<file path="src/hw/rtl/c2s_isqrt.sv">
// Pipelined floor square root, one root bit per register stage.
// Advances only when en is high. No package use.
`default_nettype none
module c2s_isqrt #(
	parameter int WIDTH = 24
) (
	input  wire logic               clk,
	input  wire logic               en,
	input  wire logic [2*WIDTH-1:0] radicand,
	output logic      [WIDTH-1:0]   root
);
	localparam int SW = 2 * WIDTH;

	logic [SW-1:0] rem_s  [0:WIDTH];
	logic [SW-1:0] root_s [0:WIDTH];

	assign rem_s[0]  = radicand;
	assign root_s[0] = '0;

	for (genvar i = 0; i < WIDTH; i++) begin : g_step
		localparam logic [SW:0] BIT = {{SW{1'b0}}, 1'b1} << (SW - 2 - 2 * i);
		logic [SW:0] trial;
		logic        take;
		assign trial = {1'b0, root_s[i]} + BIT;
		assign take  = {1'b0, rem_s[i]} >= trial;
		always_ff @(posedge clk) begin
			if (en) begin
				if (take) begin
					rem_s[i+1]  <= rem_s[i] - trial[SW-1:0];
					root_s[i+1] <= (root_s[i] >> 1) + BIT[SW-1:0];
				end else begin
					rem_s[i+1]  <= rem_s[i];
					root_s[i+1] <= root_s[i] >> 1;
				end
			end
		end
	end

	assign root = root_s[WIDTH][WIDTH-1:0];
endmodule
`default_nettype wire

</file>
<file path="config.mk">
export PLATFORM = sky130hd
export DESIGN_NAME = c2s_isqrt
export DESIGN_NICKNAME = d
export VERILOG_FILES = /design/src/hw/rtl/c2s_isqrt.sv
export SDC_FILE = /design/constraint.sdc
export NUM_CORES = 2
export LEC_CHECK = 0
export BUFFER_PORTS_ARGS = -buffer_cell sky130_fd_sc_hd__buf_2
export CAP_MARGIN = 20
export CORE_UTILIZATION = 48
export DETAILED_ROUTE_END_ITERATION = 16
export GPL_ROUTABILITY_DRIVEN = 0
export PLACE_DENSITY_LB_ADDON = 0.2
export SLEW_MARGIN = 20
export SYNTH_ARGS = -nofsm -noshare
export SYNTH_HDL_FRONTEND = slang
export SYNTH_SLANG_ARGS = --single-unit
</file>
<file path="constraint.sdc">
create_clock -name clk -period 8 [get_ports clk]
set_input_delay 2 -clock clk [delete_from_list [all_inputs] [get_ports clk]]
set_output_delay 2 -clock clk [all_outputs]
set_load 0.05 [all_outputs]
</file>
Word-level counts from Yosys, hierarchy flattened
Index checks and enable logic that the tools add are counted.
{ "totals": {"regBits": 2232, "elab_cells": 209} }
{ "classes": {"add_sub_neg": 69, "magnitude_cmp": 24, "muxes": 47} }
{ "ops": {"columns": ["operator", "count"], "rows": [
  ["48-bit by 49-bit >= comparator with 1-bit output", 23],
  ["48-bit two-way mux", 23],
  ["47-bit two-way mux", 23],
  ["48-bit subtractor", 22],
  ["48-bit by 1-bit adder with 49-bit output, second input constant", 1],
  ["48-bit by 11-bit adder with 49-bit output, second input constant", 1],
  ["48-bit by 13-bit adder with 49-bit output, second input constant", 1],
  ["48-bit by 15-bit adder with 49-bit output, second input constant", 1],
  ["48-bit by 17-bit adder with 49-bit output, second input constant", 1],
  ["48-bit by 19-bit adder with 49-bit output, second input constant", 1],
  ["48-bit by 21-bit adder with 49-bit output, second input constant", 1],
  ["48-bit by 23-bit adder with 49-bit output, second input constant", 1],
  ["48-bit by 25-bit adder with 49-bit output, second input constant", 1],
  ["48-bit by 27-bit adder with 49-bit output, second input constant", 1],
  ["48-bit by 29-bit adder with 49-bit output, second input constant", 1],
  ["48-bit by 3-bit adder with 49-bit output, second input constant", 1],
  ["48-bit by 31-bit adder with 49-bit output, second input constant", 1],
  ["48-bit by 33-bit adder with 49-bit output, second input constant", 1],
  ["48-bit by 35-bit adder with 49-bit output, second input constant", 1],
  ["48-bit by 37-bit adder with 49-bit output, second input constant", 1],
  ["48-bit by 39-bit adder with 49-bit output, second input constant", 1],
  ["48-bit by 41-bit adder with 49-bit output, second input constant", 1],
  ["48-bit by 43-bit adder with 49-bit output, second input constant", 1],
  ["48-bit by 45-bit adder with 49-bit output, second input constant", 1],
  ["other kinds (29)", 29]
]} }

Longest topological paths before layout
{ "logic_depth": {"ltp_word": 3, "depth_mapped": 13, "mapped_depth_nobuf": 12} }

Worst setup path after synthesis
No wires, ideal clock.
{ "synth_path": {"kind": "input -> register", "from": "input port radicand[47]", "to": "register rem_s[1151] in the netlist's numbering, data pin", "setup_ns": 0.273, "arrival_time_ns": 3.026, "t_required_ns": 7.727, "setup_slack_ns": 4.701, "cell_stages": 6, "path_buffers": 0, "cell_sequence": "inv_1 -> ha_1 -> nor4b_1 -> nand4_1 -> o31ai_1 -> a21oi_1"} }
{ "synth_via": {"elab_chain_cells": 2, "word_cells_on_any_way": 3, "classes_between": "add/sub: 1; order compare: 1; mux: 1"} }
{ "synth_rtl": {"columns": ["element", "line", "rtl"], "rows": [
  ["start, declared", "9", "input wire logic [2*WIDTH-1:0] radicand,"],
  ["48-bit by 47-bit >= comparator with 1-bit output", "25", "assign take = {1'b0, rem_s[i]} >= trial;"],
  ["named net g_step[0].take", "23", "logic take;"],
  ["48-bit two-way mux", "28", "if (take) begin"],
  ["end signal, assigned by index", "29", "rem_s[i+1] <= rem_s[i] - trial[SW-1:0];"],
  ["end signal, assigned by index", "32", "rem_s[i+1] <= rem_s[i];"],
  ["end, declared", "14", "logic [SW-1:0] rem_s [0:WIDTH];"]
]} }
The timed path passes the listed nets, and every way through them passes these cells.
A chain may end at the register's enable or synchronous reset.

Worst setup path in the final report
{ "layout_path": {"from": "register rem_s[100] in the netlist's numbering", "to": "register rem_s[80] in the netlist's numbering, data pin"} }
{ "layout_via": {"elab_chain_cells": 2, "word_cells_on_any_way": 3, "classes_between": "add/sub: 1; order compare: 1; mux: 1"} }
{ "layout_rtl": {"columns": ["element", "line"], "rows": [
  ["48-bit subtractor / 48-bit by 49-bit >= comparator with 1-bit output (equally long branches)", "29, 25"],
  ["48-bit two-way mux (*)", "28"]
]} }
Every way passes the cells marked *; elsewhere a longest branch is shown, timed or not.

==> impl_summary.log <==
[metrics] worst setup path category: flop to flop
[metrics] power density over cell area: 274.5 mW/mm2
[metrics] half-perimeter wire length of the detailed placement result: 103100 um
[metrics] max-cap check violation count: 0
[metrics] number of cell rows: 136
[metrics] num ports: 74
[metrics] first-pass GRT wire length: 220100 um
[metrics] sequential share of power: 48.8%
[metrics] area of all sequential standard cells: 0.04216 mm2
[metrics] Final setup viols: 0
[metrics] buffers inserted by post-CTS timing repair: 0
[metrics] number of antenna violations at the first check in global routing: 2
[metrics] number of diodes added for antenna fixing: 0
[metrics] Cell variety after synth: 82
[metrics] initial core utilization: 48.52%
[metrics] Area contributors post-synth: edfxtp_1 (63%), ha_1 (6.0%), xor2_1 (3.3%), xnor2_1 (2.8%), inv_1 (2.2%)
[metrics] die area: 0.1408 mm2
[metrics] fraction of final layout cells with drive strength greater than 1: 7.527%
[metrics] DRT Pass-1 Iters: 6
[metrics] number of global-route vias before repair: 40.10k
[metrics] number of design rule violations left after detail routing: 0
[metrics] total wirelength of the detailed-routed design: 140700 um
[metrics] pins over their slew limit: 0
[metrics] aggregate global routing overflow: 0
[metrics] clock period minus worst slack: 4.119 ns
[metrics] Power Internal: 0.01468 W
[metrics] top layer reached by signal wires: met5
[metrics] maximum number of pins on one net before global-route repair: 186
[metrics] measured slew at the worst slew-check pin: 1.073 ns
[metrics] IO buf count: 73
[metrics] critical path data arrival time: 4.67 ns
[metrics] status: finished clean
[metrics] final total power: 0.02042 W
[metrics] CTS resizes: 0
[metrics] width of the die: 375.3 um
[metrics] Vias per Instance: 5.638
[metrics] wire length on met3: 5422 um
[metrics] post-synthesis area per instance: 12.76 um2
[metrics] share of the clock period used by the worst path after layout: 51.48%
[metrics] Gate Count Post-Synth: 5242
[metrics] clock slew seen by the registers of the worst setup and hold paths: 0.06 ns
[metrics] fraction of synthesis flops using an asynchronous set or reset pin: 0%
[metrics] data required time of the critical path: 8.55 ns
[metrics] Synth-to-Final Area Change: 11.24%
[metrics] post-synthesis cell type with the largest combined area: edfxtp_1
[metrics] clock tree from TritonCTS: yes
[metrics] final-layout fill cell count: 11.48k
[metrics] Worst Setup Start Kind: flop
[metrics] post-synthesis net count: 5614
[metrics] setup skew after layout: 0.03999 ns
[metrics] utilization of the core after routing: 53.97%
[metrics] Clk network pwr share: 33.3%
[metrics] number of nets still failing antenna checks after routing: 0
[metrics] total area of multi-input combinational cells: 0.02292 mm2
[metrics] share of Yosys cell area claimed by the top area cell type: 63.05%
[metrics] Fin Setup TNS: 0 ns
[metrics] met2 wirelength from detailed routing: 71030 um
[metrics] RSZ-0062 raised after global routing: no
[metrics] number of design-rule violations left by the first detailed-router iteration: 3135
[metrics] crit-path max FO: 5
[metrics] net count of the finished layout: 5779
[metrics] net switching power figure: 0.005739 W
[metrics] net switching share of the total power: 28.10%
[metrics] height of the die: 375.3 um
[metrics] buffer levels on the longest clock path: 3
[metrics] overall fraction of global-route tracks in use: 19.86%
[metrics] Worst VDD drop: 0.1891 mV
[metrics] number of hold buffers added after cts: 0
[metrics] cell area after synthesis: 0.06687 mm2
[metrics] most common flop cell mapped by yosys: edfxtp_1
[metrics] most numerous cell types in the synthesized netlist: edfxtp_1 (1404), inv_1 (393), nand2_1 (323), ha_1 (322), nor2_1 (308)
[metrics] worst skew pair latency: 0.77 ns
[metrics] final number of hold-violating endpoints: 0
[metrics] routed wire length per instance: 19.22 um
[metrics] via count: 41.27k
[metrics] relative contribution of combinational cells to total power: 17.9%
[metrics] Worst slew margin: 28.43%
[metrics] Clock H-tree levels: 4
[metrics] clock sink total: 1404
[metrics] number of warnings printed during yosys synthesis: 0
[metrics] top achievable clock speed: 0.2428 GHz
[metrics] Static Leak: 27.85 nW
[metrics] Inserted Clock Buffers: 152
[metrics] Worst setup EP type: flop
[metrics] synthesized flop and latch total: 1404
[metrics] CTS Root Cell: clkbuf_16
[metrics] wl on met1: 60940 um
[metrics] number of synthesized flops with an enable pin: 1404
[metrics] HP Class: flop to flop
[metrics] dominant cell by count in the synthesized netlist: edfxtp_1
[metrics] fraction of the yosys area taken by sequential cells: 63.05%
[metrics] area of the core: 0.1378 mm2
-- area by class of cell --
| class | instances | share of cell area [%] |
|---|---|---|
| clock inverter | 86 | 1.251 |
| multi-input combinational | 3352 | 30.81 |
| timing repair buffer | 100 | 0.9183 |
| clock buffer | 188 | 5.323 |
| inverter | 397 | 2.003 |
| tap | 1794 | 3.017 |
| sequential | 1404 | 56.67 |
-- worst max-delay path: stages, from the launching register on --
cell       delay (ns)
edfxtp_1         0.39
ha_1             0.36
nor2b_1          0.16
o31a_1           0.32
a2111oi_0        0.93
nor3_1           0.31
a41o_1           0.36
a2111oi_2        0.70
nand3_1          0.15
a21o_1           0.21
-- state kept, by name, summed over array words and instances, names as in the netlist --
| name | count |
|---|---|
| rem_s | 1104 |
| root_s | 276 |
| root | 24 |
-- power groups by stage --
stage | clock network (W) | registers, W | logic, W
after detailed placement | 0 | 0.0101 | 0.00362
final | 0.00681 | 0.00996 | 0.00366
after global placement | 0 | 0.0101 | 0.00358
after CTS | 0.00697 | 0.00997 | 0.00365
after global routing | 0.00724 | 0.0101 | 0.00409
after floorplan | 0 | 0.00980 | 0.00274
-- path summary, 6_finish.rpt --
path / start / endpoint / slack (ns) / cells after the start
worst max register to register: rem_s[100]$_DFFE_PP_ / rem_s[80]$_DFFE_PP_ / 3.88 / 9
worst max-delay path: rem_s[100]$_DFFE_PP_ / rem_s[80]$_DFFE_PP_ / 3.88 / 9
worst min register to register: rem_s[893]$_DFFE_PP_ / rem_s[845]$_DFFE_PP_ / 0.44 / 0
worst min-delay path: rem_s[893]$_DFFE_PP_ / rem_s[845]$_DFFE_PP_ / 0.44 / 0
-- kinds of logic after synthesis --
| family | share of synthesized area, % |
|---|---|
| mux | 0.8700 |
| compound gates | 9.175 |
| buf+inv | 2.752 |
| fa+ha+maj | 6.025 |
| flops | 63.05 |
| simple gates | 12.03 |
| xor+xnor | 6.103 |
-- metrics by stage --
step / std cells / setup slack, ns / hold slack, ns / instance area, um2
4_1_cts: 7321 / 3.977 / 0.4367 / 74390
5_1_grt: 7321 / 3.666 / 0.4506 / 74390
3_3_place_gp: 7047 / 3.969 / 0.4287 / 69500
3_5_place_dp: 7047 / 3.990 / 0.4318 / 69500
6_report: 7321 / 3.881 / 0.4403 / 74390
2_1_floorplan: 5242 / 4.701 / 0.4166 / 66870
-- cells in the final DEF (no fill, tap or decap), types with 45 or more instances in the layout --
cell,count
edfxtp_1,1404
inv_1,393
nand2_1,323
ha_1,322
nor2_1,307
a21oi_1,280
o21ai_0,255
xor2_1,252
xnor2_1,214
nor4_1,194
nor3_1,158
clkbuf_16,153
a21o_1,103
nand3_1,86
nand4_1,81
buf_2,72
or3_1,70
nand2b_1,60
o21a_1,54
nor2b_1,45
-- per-layer routing --
metal	vias to the layer above	global-route usage, %
met4	2	5.938
li1	20070	-
met2	888	34.85
met3	236	2.786
met5	-	0
met1	20080	25.46
No activity file was read; power rests on OpenSTA's default activity.
